## config.mk

```make
export PLATFORM = sky130hd
export DESIGN_NAME = column_post_sprite_drawer_flat
export DESIGN_NICKNAME = d
export VERILOG_FILES = /design/src/cpsd_pkg.sv /design/src/cpsd_ifs.sv /design/src/column_post_sprite_drawer.sv /design/src/flat_wrapper.sv
export SDC_FILE = /design/constraint.sdc
export NUM_CORES = 1
export LEC_CHECK = 0
export BUFFER_PORTS_ARGS = -buffer_cell sky130_fd_sc_hd__buf_2
export CAP_MARGIN = 10
export CORE_UTILIZATION = 40
export DETAILED_ROUTE_END_ITERATION = 16
export PLACE_DENSITY = 0.58
export SETUP_SLACK_MARGIN = 0.05
export SYNTH_ARGS = -nofsm -noshare
export SYNTH_HDL_FRONTEND = slang
export SYNTH_SLANG_ARGS = --single-unit
```

## constraint.sdc

```tcl
create_clock -name clk -period 5.9 [get_ports clk]
set_input_delay 0.885 -clock clk [delete_from_list [all_inputs] [get_ports clk]]
set_output_delay 0.885 -clock clk [all_outputs]
set_load 0.01 [all_outputs]
```

## src/cpsd_pkg.sv

```systemverilog
package cpsd_pkg;

  // Parse position within one post of a column.
  typedef enum logic [2:0] {
    PH_OFFSET,
    PH_LENGTH,
    PH_PAD_BEFORE,
    PH_PIXELS,
    PH_PAD_AFTER,
    PH_DONE
  } phase_t;

  localparam int unsigned ROW_W = 11;     // signed row, column top plus offsets
  localparam int unsigned REM_W = 8;
  localparam int unsigned X_W = 9;
  localparam int unsigned Y_W = 9;
  localparam int unsigned BYTE_W = 8;
  localparam int unsigned ADDR_OUT_W = 16;
  localparam int unsigned MASK_W = 4;
  localparam int unsigned ROW_IDX_W = 10;  // on-screen row, below 1024

  localparam logic [BYTE_W-1:0] TERMINATOR = 8'hff;
  localparam logic [MASK_W-1:0] LINEAR_MASK = 4'hf;
  localparam logic [MASK_W-1:0] PLANE_ONE = 4'h1;

  // Event handed from the parse stage to the address stage.
  typedef struct packed {
    logic is_write;
    logic is_end;
    logic [ROW_IDX_W-1:0] row;
    logic [X_W-1:0] x;
    logic [BYTE_W-1:0] pixel;
    logic planar;
  } event_t;

endpackage

```

## src/cpsd_ifs.sv

```systemverilog
interface cpsd_in_if;
  logic valid;
  logic ready;
  logic [cpsd_pkg::BYTE_W-1:0] data_byte;
  logic column_start;
  logic [cpsd_pkg::X_W-1:0] column_x;
  logic signed [cpsd_pkg::Y_W-1:0] column_y;

  modport source (output valid, data_byte, column_start, column_x, column_y, input ready);
  modport sink (input valid, data_byte, column_start, column_x, column_y, output ready);
endinterface

interface cpsd_out_if;
  logic valid;
  logic ready;
  logic write_valid;
  logic [cpsd_pkg::ADDR_OUT_W-1:0] write_address;
  logic [cpsd_pkg::BYTE_W-1:0] pixel;
  logic [cpsd_pkg::MASK_W-1:0] plane_mask;
  logic column_end;

  modport source (output valid, write_valid, write_address, pixel, plane_mask, column_end,
                  input ready);
  modport sink (input valid, write_valid, write_address, pixel, plane_mask, column_end,
                output ready);
endinterface

interface cpsd_cfg_if;
  logic valid;
  logic ready;
  logic planar_mode;

  modport source (output valid, planar_mode, input ready);
  modport sink (input valid, planar_mode, output ready);
endinterface

```

## src/column_post_sprite_drawer.sv

```systemverilog
// Channel  Dir  Word
// in       in   data_byte, column_start, column_x, column_y (one post-stream byte)
// out      out  write_valid, write_address, pixel, plane_mask, column_end
// cfg      in   planar_mode
//
// One byte is taken every cycle; a result passes the event and output registers.
// The parse stage updates the post state and registers an event; the address
// stage does one constant-stride multiply into the output register.
// Both stages hold when out is stalled, and in.ready follows that stall.
// Synchronous reset clears the parse state, valid flags and planar_mode.
module column_post_sprite_drawer #(
  parameter int unsigned SCREEN_WIDTH = 320,
  parameter int unsigned SCREEN_HEIGHT = 200
) (
  input  logic clk,
  input  logic rst,
  cpsd_in_if.sink in,
  cpsd_out_if.source out,
  cpsd_cfg_if.sink cfg
);

  localparam int unsigned MUL_W = $clog2(SCREEN_WIDTH + 1);
  localparam int unsigned ADDR_W = cpsd_pkg::ROW_IDX_W + MUL_W + 1;
  localparam logic [cpsd_pkg::ROW_W-1:0] HEIGHT_L = cpsd_pkg::ROW_W'(SCREEN_HEIGHT);

  logic planar_mode;

  cpsd_pkg::phase_t phase, phase_next;
  logic [cpsd_pkg::REM_W-1:0] remaining, remaining_next;
  logic signed [cpsd_pkg::ROW_W-1:0] row, row_next;
  logic [cpsd_pkg::X_W-1:0] held_x, held_x_next;
  logic signed [cpsd_pkg::Y_W-1:0] held_y, held_y_next;

  cpsd_pkg::event_t ev, ev_next;
  logic ev_valid;
  logic has_event;

  logic advance;
  logic accept;
  cpsd_pkg::phase_t cur_phase;

  assign advance = !out.valid || out.ready;
  assign in.ready = advance;
  assign accept = in.valid && advance;
  assign cfg.ready = 1'b1;

  always_ff @(posedge clk) begin
    if (rst) begin
      planar_mode <= 1'b0;
    end else if (cfg.valid) begin
      planar_mode <= cfg.planar_mode;
    end
  end

  // A column start restarts parsing on this very byte.
  assign cur_phase = in.column_start ? cpsd_pkg::PH_OFFSET : phase;
  assign held_x_next = in.column_start ? in.column_x : held_x;
  assign held_y_next = in.column_start ? in.column_y : held_y;

  // Next parse state.
  always_comb begin
    phase_next = cur_phase;
    remaining_next = remaining;
    row_next = row;
    unique case (cur_phase)
      cpsd_pkg::PH_OFFSET: begin
        if (in.data_byte == cpsd_pkg::TERMINATOR) begin
          phase_next = cpsd_pkg::PH_DONE;
        end else begin
          row_next = cpsd_pkg::ROW_W'(held_y_next)
                   + $signed({{(cpsd_pkg::ROW_W-cpsd_pkg::BYTE_W){1'b0}}, in.data_byte});
          phase_next = cpsd_pkg::PH_LENGTH;
        end
      end
      cpsd_pkg::PH_LENGTH: begin
        remaining_next = in.data_byte;
        phase_next = cpsd_pkg::PH_PAD_BEFORE;
      end
      cpsd_pkg::PH_PAD_BEFORE: begin
        phase_next = (remaining != '0) ? cpsd_pkg::PH_PIXELS : cpsd_pkg::PH_PAD_AFTER;
      end
      cpsd_pkg::PH_PIXELS: begin
        row_next = row + cpsd_pkg::ROW_W'(1);
        remaining_next = remaining - cpsd_pkg::REM_W'(1);
        if (remaining_next == '0) begin
          phase_next = cpsd_pkg::PH_PAD_AFTER;
        end
      end
      cpsd_pkg::PH_PAD_AFTER: phase_next = cpsd_pkg::PH_OFFSET;
      cpsd_pkg::PH_DONE: phase_next = cpsd_pkg::PH_DONE;
      default: phase_next = cpsd_pkg::PH_DONE;
    endcase
  end

  // Event produced by this byte, if any.
  always_comb begin
    ev_next.is_write = 1'b0;
    ev_next.is_end = 1'b0;
    ev_next.row = row[cpsd_pkg::ROW_IDX_W-1:0];
    ev_next.x = held_x_next;
    ev_next.pixel = in.data_byte;
    ev_next.planar = planar_mode;
    unique case (cur_phase)
      cpsd_pkg::PH_OFFSET: ev_next.is_end = (in.data_byte == cpsd_pkg::TERMINATOR);
      cpsd_pkg::PH_PIXELS: begin
        // Rows above or below the screen are dropped.
        ev_next.is_write = !row[cpsd_pkg::ROW_W-1]
                        && ($unsigned(row) < HEIGHT_L);
      end
      default: ev_next.is_write = 1'b0;
    endcase
  end

  assign has_event = ev_next.is_write || ev_next.is_end;

  always_ff @(posedge clk) begin
    if (rst) begin
      phase <= cpsd_pkg::PH_OFFSET;
      remaining <= '0;
      row <= '0;
      held_x <= '0;
      held_y <= '0;
    end else if (accept) begin
      phase <= phase_next;
      remaining <= remaining_next;
      row <= row_next;
      held_x <= held_x_next;
      held_y <= held_y_next;
    end
  end

  always_ff @(posedge clk) begin
    if (rst) begin
      ev_valid <= 1'b0;
    end else if (advance) begin
      ev_valid <= accept && has_event;
    end
  end

  always_ff @(posedge clk) begin
    if (advance) begin
      ev <= ev_next;
    end
  end

  // Address stage.
  logic [MUL_W-1:0] stride;
  logic [cpsd_pkg::X_W-1:0] x_offset;
  logic [ADDR_W-1:0] addr_full;
  logic [cpsd_pkg::MASK_W-1:0] mask;

  assign stride = ev.planar ? MUL_W'(SCREEN_WIDTH / 4) : MUL_W'(SCREEN_WIDTH);
  assign x_offset = ev.planar ? (ev.x >> 2) : ev.x;
  assign addr_full = ADDR_W'(ev.row) * ADDR_W'(stride) + ADDR_W'(x_offset);
  assign mask = ev.planar ? (cpsd_pkg::PLANE_ONE << ev.x[1:0]) : cpsd_pkg::LINEAR_MASK;

  always_ff @(posedge clk) begin
    if (rst) begin
      out.valid <= 1'b0;
    end else if (advance) begin
      out.valid <= ev_valid;
    end
  end

  always_ff @(posedge clk) begin
    if (advance) begin
      out.write_valid <= ev.is_write;
      out.column_end <= ev.is_end;
      out.write_address <= ev.is_end ? '0 : cpsd_pkg::ADDR_OUT_W'(addr_full);
      out.pixel <= ev.is_end ? '0 : ev.pixel;
      out.plane_mask <= ev.is_end ? '0 : mask;
    end
  end

endmodule
```

## src/flat_wrapper.sv

```systemverilog
// flat-port wrapper written by rule: the top's interface ports become plain ports
module column_post_sprite_drawer_flat 
#(
  parameter int unsigned SCREEN_WIDTH = 320,
  parameter int unsigned SCREEN_HEIGHT = 200
)
  (clk, rst, in_valid, in_data_byte, in_column_start, in_column_x, in_column_y, in_ready, out_valid, out_write_valid, out_write_address, out_pixel, out_plane_mask, out_column_end, out_ready, cfg_valid, cfg_planar_mode, cfg_ready);
  cpsd_in_if in_i ();
  cpsd_out_if out_i ();
  cpsd_cfg_if cfg_i ();
  input  logic clk;
  input  logic rst;
  input wire logic [$bits(in_i.valid)-1:0] in_valid;
  input wire logic [$bits(in_i.data_byte)-1:0] in_data_byte;
  input wire logic [$bits(in_i.column_start)-1:0] in_column_start;
  input wire logic [$bits(in_i.column_x)-1:0] in_column_x;
  input wire logic [$bits(in_i.column_y)-1:0] in_column_y;
  output wire logic [$bits(in_i.ready)-1:0] in_ready;
  output wire logic [$bits(out_i.valid)-1:0] out_valid;
  output wire logic [$bits(out_i.write_valid)-1:0] out_write_valid;
  output wire logic [$bits(out_i.write_address)-1:0] out_write_address;
  output wire logic [$bits(out_i.pixel)-1:0] out_pixel;
  output wire logic [$bits(out_i.plane_mask)-1:0] out_plane_mask;
  output wire logic [$bits(out_i.column_end)-1:0] out_column_end;
  input wire logic [$bits(out_i.ready)-1:0] out_ready;
  input wire logic [$bits(cfg_i.valid)-1:0] cfg_valid;
  input wire logic [$bits(cfg_i.planar_mode)-1:0] cfg_planar_mode;
  output wire logic [$bits(cfg_i.ready)-1:0] cfg_ready;
  assign in_i.valid = in_valid;
  assign in_i.data_byte = in_data_byte;
  assign in_i.column_start = in_column_start;
  assign in_i.column_x = in_column_x;
  assign in_i.column_y = in_column_y;
  assign in_ready = in_i.ready;
  assign out_valid = out_i.valid;
  assign out_write_valid = out_i.write_valid;
  assign out_write_address = out_i.write_address;
  assign out_pixel = out_i.pixel;
  assign out_plane_mask = out_i.plane_mask;
  assign out_column_end = out_i.column_end;
  assign out_i.ready = out_ready;
  assign cfg_i.valid = cfg_valid;
  assign cfg_i.planar_mode = cfg_planar_mode;
  assign cfg_ready = cfg_i.ready;
  column_post_sprite_drawer #(.SCREEN_WIDTH(SCREEN_WIDTH), .SCREEN_HEIGHT(SCREEN_HEIGHT)) u_core (.clk(clk), .rst(rst), .in(in_i), .out(out_i), .cfg(cfg_i));
endmodule
```

==> impl_metrics.yaml <==
status:
  status: "finished clean"
sta:
  rsz0062_at_grt: "no"
  slew-limit-headroom_pct: 36.92
  max_clock_freq_mhz: 230.4
  fin_crit_ns: 4.339
  slew_violations: 0
  report.final.setup_viol: 0
  worstMarginPinSlew_ns: 0.9461
  clock_skew_ns: 0.004926
  hold_viol_final: 0
  fin_crit_sh_pct: 73.55
  finalSetupTns_ns: 0
global_routing:
  antenna_found_initial: 0
  grt_max_degree: 59
  grt_pass1_wl_mm: 20.32
  grt_pass1_vias: 4234
  grt.overflow.total: 0
  grt_use_total_pct: 17.13
critical_path:
  worstPathRequired_ns: 5.96
  crit_chain: "nor2b_1, ha_1, inv_1, fa_1, inv_1, ha_1, ha_1, ha_1, ha_1, nor4_1, o21ai_0, o211ai_1, o21ai_0, xnor2_1, nor2_1"
  r2r_cells: 15
  r2r_start: "u_core.ev[0]$_DFFE_PN_"
  startpoint_type: "flop"
  slowest_stage: "edfxtp_1"
  r2r_slack_ns: 1.56
  critical_path_class: "reg2reg"
  cp.arrival_ns: 4.40
  crit_fanout: 31
  max_stage_delay_ns: 0.91
  endpoint_kind: "flop"
  r2r_end: "u_core.out.write_address[14]$_SDFFCE_PP0N_"
  path_common_cell: "ha_1"
placement:
  portBuffers: 64
  gp_congestion: 0.8315
  dp_hpwl_mm: 8.993
clock_tree:
  ctsResizeCount: 0
  cts_hold_buf: 0
  post_cts_buffers: 0
  clockRootBuffer: "clkbuf_16"
  cts_htree_levels: 3
  cts_made_buffers: 9
  clk_pin_slew_ns: 0.07
  cts.path.max_buffers: 2
  clk_latency_ns: 0.34
  cts_tree: "yes"
  cts_sinks: 103
route:
  via_per_inst: 5.276
  vias: 4337
  drc_errors: 0
  antenna_left: 0
  wirelength_mm: 12.23
  dr.pass1.iters: 4
  drt_iter0_drc: 285
  drt-wirelength-per-cell_um: 14.88
run:
  drv_cap: 0
synth:
  async_reset_ff_share_pct: 0
  synth_area_per_cell_um2: 10.19
  ys.flop_type: "edfxtp_1"
  mappedNetlistArea_um2: 5961
  ys_seq_elements: 103
  syn_inst: 585
  ys_types: 62
  synth-edff-count: 60
  yosys_warnings: 0
  syn_nets: 684
  synth-seq-area-share_pct: 44.67
layout:
  diodes: 0
  drive_above_1_share_pct: 16.14
  layout_common_cells: "buf_2 (64), nand2_1 (60), edfxtp_1 (60)"
  area_delta_synth_final_pct: 12.07
  layout_commonest_cell: "buf_2"
  fin_nets: 732
hold_path:
  hold_start: "u_core.ev[29]$_DFFE_PN_"
  min_path_type: "reg2reg"
  holdPathEnd: "u_core.out.write_valid$_DFFE_PN_"
  hold_depth: 0
power_and_ir_drop:
  p_per_area_nw_per_um2: 266.6
  peakVddDrop_mv: 0.1226
  p_leak_nw: 2.908
  finalPower_mw: 1.781
floorplanning:
  dieArea_um2: 15390
  die_h_um: 124.1
  fp-row-count: 44
  ios: 66
  core_area_um2: 14530
  die_w_um: 124.1
  start_util_pct: 41.01
[cell usage after synthesis (5+ instances only)]
master	instances	area, um2
xor2_1	9	78.83
xnor2_1	11	96.34
nand3_1	13	65.06
and2_1	10	62.56
nand2_1	60	225.2
a211oi_1	12	90.09
and3_1	6	37.54
ha_1	59	738.2
nor2b_1	24	150.1
edfxtp_1	60	1802
mux2i_1	8	80.08
a21oi_1	42	210.2
o21a_1	6	45.04
dfxtp_1	43	860.8
nor2_1	54	202.7
inv_1	12	45.04
mux2_2	19	214.0
clkbuf_1	21	78.83
o211ai_1	5	37.54
fa_1	7	140.1
nor3_1	14	70.07
o21ai_0	25	125.1
[stage by stage]
stage / setup WS, ns / hold slack, ns / utilization [%] / cell area, um2 / cells
after detailed placement: 1.613 / 0.4271 / 44.00 / 6395 / 806
after global routing: 1.245 / 0.4516 / 45.96 / 6680 / 822
final: 1.561 / 0.4435 / 45.96 / 6680 / 822
after floorplan: 2.048 / 0.4003 / - / 5961 / 585
after global placement: 1.660 / 0.4093 / 44.00 / 6395 / 806
after CTS: 1.585 / 0.4428 / 45.96 / 6680 / 822
[power breakdown]
part / leakage, nW / total (mW) / internal (mW) / switching (mW)
registers: 1.02 / 0.867 / 0.829 / 0.0376
logic: 1.74 / 0.333 / 0.150 / 0.182
clock network: 0.145 / 0.581 / 0.330 / 0.251
[layer usage]
| layer | share of wire (%) | GRT usage, % | vias to the layer above |
|---|---|---|---|
| met5 | 0 | 0 | - |
| met4 | 1.4 | 5.952 | 0 |
| met3 | 2.6 | 3.251 | 15 |
| met2 | 48 | 28.04 | 58 |
| met1 | 48 | 22.51 | 2051 |
| li1 | - | - | 2213 |
[registers in the layout (all words and copies together) (netlist names)]
name                      count
u_core.out.column_end         1
u_core.out.pixel              8
u_core.held_x                 9
u_core.row                   11
u_core.held_y                 9
u_core.out.write_address     16
u_core.remaining              8
u_core.ev_valid               1
u_core.out.plane_mask         4
u_core.planar_mode            1
u_core.out.write_valid        1
u_core.phase                  3
u_core.out.valid              1
u_core.ev                    30
[final cells by class]
| cell class | instances | area (um2) |
|---|---|---|
| fill | 1415 | 7854 |
| multi-input combinational | 440 | 3118 |
| sequential | 103 | 2663 |
| timing repair buffer | 66 | 335.3 |
| clock buffer | 12 | 237.7 |
| tap | 184 | 230.2 |
| inverter | 13 | 48.80 |
| clock inverter | 4 | 47.55 |
[cells by family after synthesis]
family | share of synthesized area, %
simple gates | 17.59
mux | 4.933
xor+xnor | 2.939
flops | 44.67
other cells | 0.06291
buf+inv | 3.023
fa+ha+maj | 14.74
compound gates | 12.05
[worst max path at each step]
stage | startpoint | endpoint | slack [ns] | cells after the start
6_report | u_core.ev[0]$_DFFE_PN_ | u_core.out.write_address[14]$_SDFFCE_PP0N_ | 1.56 | 15
5_1_grt | u_core.ev[0]$_DFFE_PN_ | u_core.out.write_address[15]$_SDFFCE_PP0N_ | 1.25 | 15
4_1_cts | u_core.ev[0]$_DFFE_PN_ | u_core.out.write_address[15]$_SDFFCE_PP0N_ | 1.59 | 15
3_5_place_dp | u_core.ev[0]$_DFFE_PN_ | u_core.out.write_address[15]$_SDFFCE_PP0N_ | 1.61 | 15
3_3_place_gp | u_core.ev[0]$_DFFE_PN_ | u_core.out.write_address[15]$_SDFFCE_PP0N_ | 1.66 | 15
2_1_floorplan | u_core.ev[0]$_DFFE_PN_ | u_core.out.write_address[15]$_SDFFCE_PP0N_ | 2.05 | 16
[critical path, delay by kind of cell (launching register included)]
family / cells / cell delay, ns
adders and majority gates: 6 / 1.98
DFF: 1 / 0.91
AOI/OAI and AO/OA: 3 / 0.48
and+or+nand+nor: 3 / 0.46
xor gates and xnor gates: 1 / 0.15
buffers and inverters: 2 / 0.09
No activity file was read; power rests on OpenSTA's default activity.
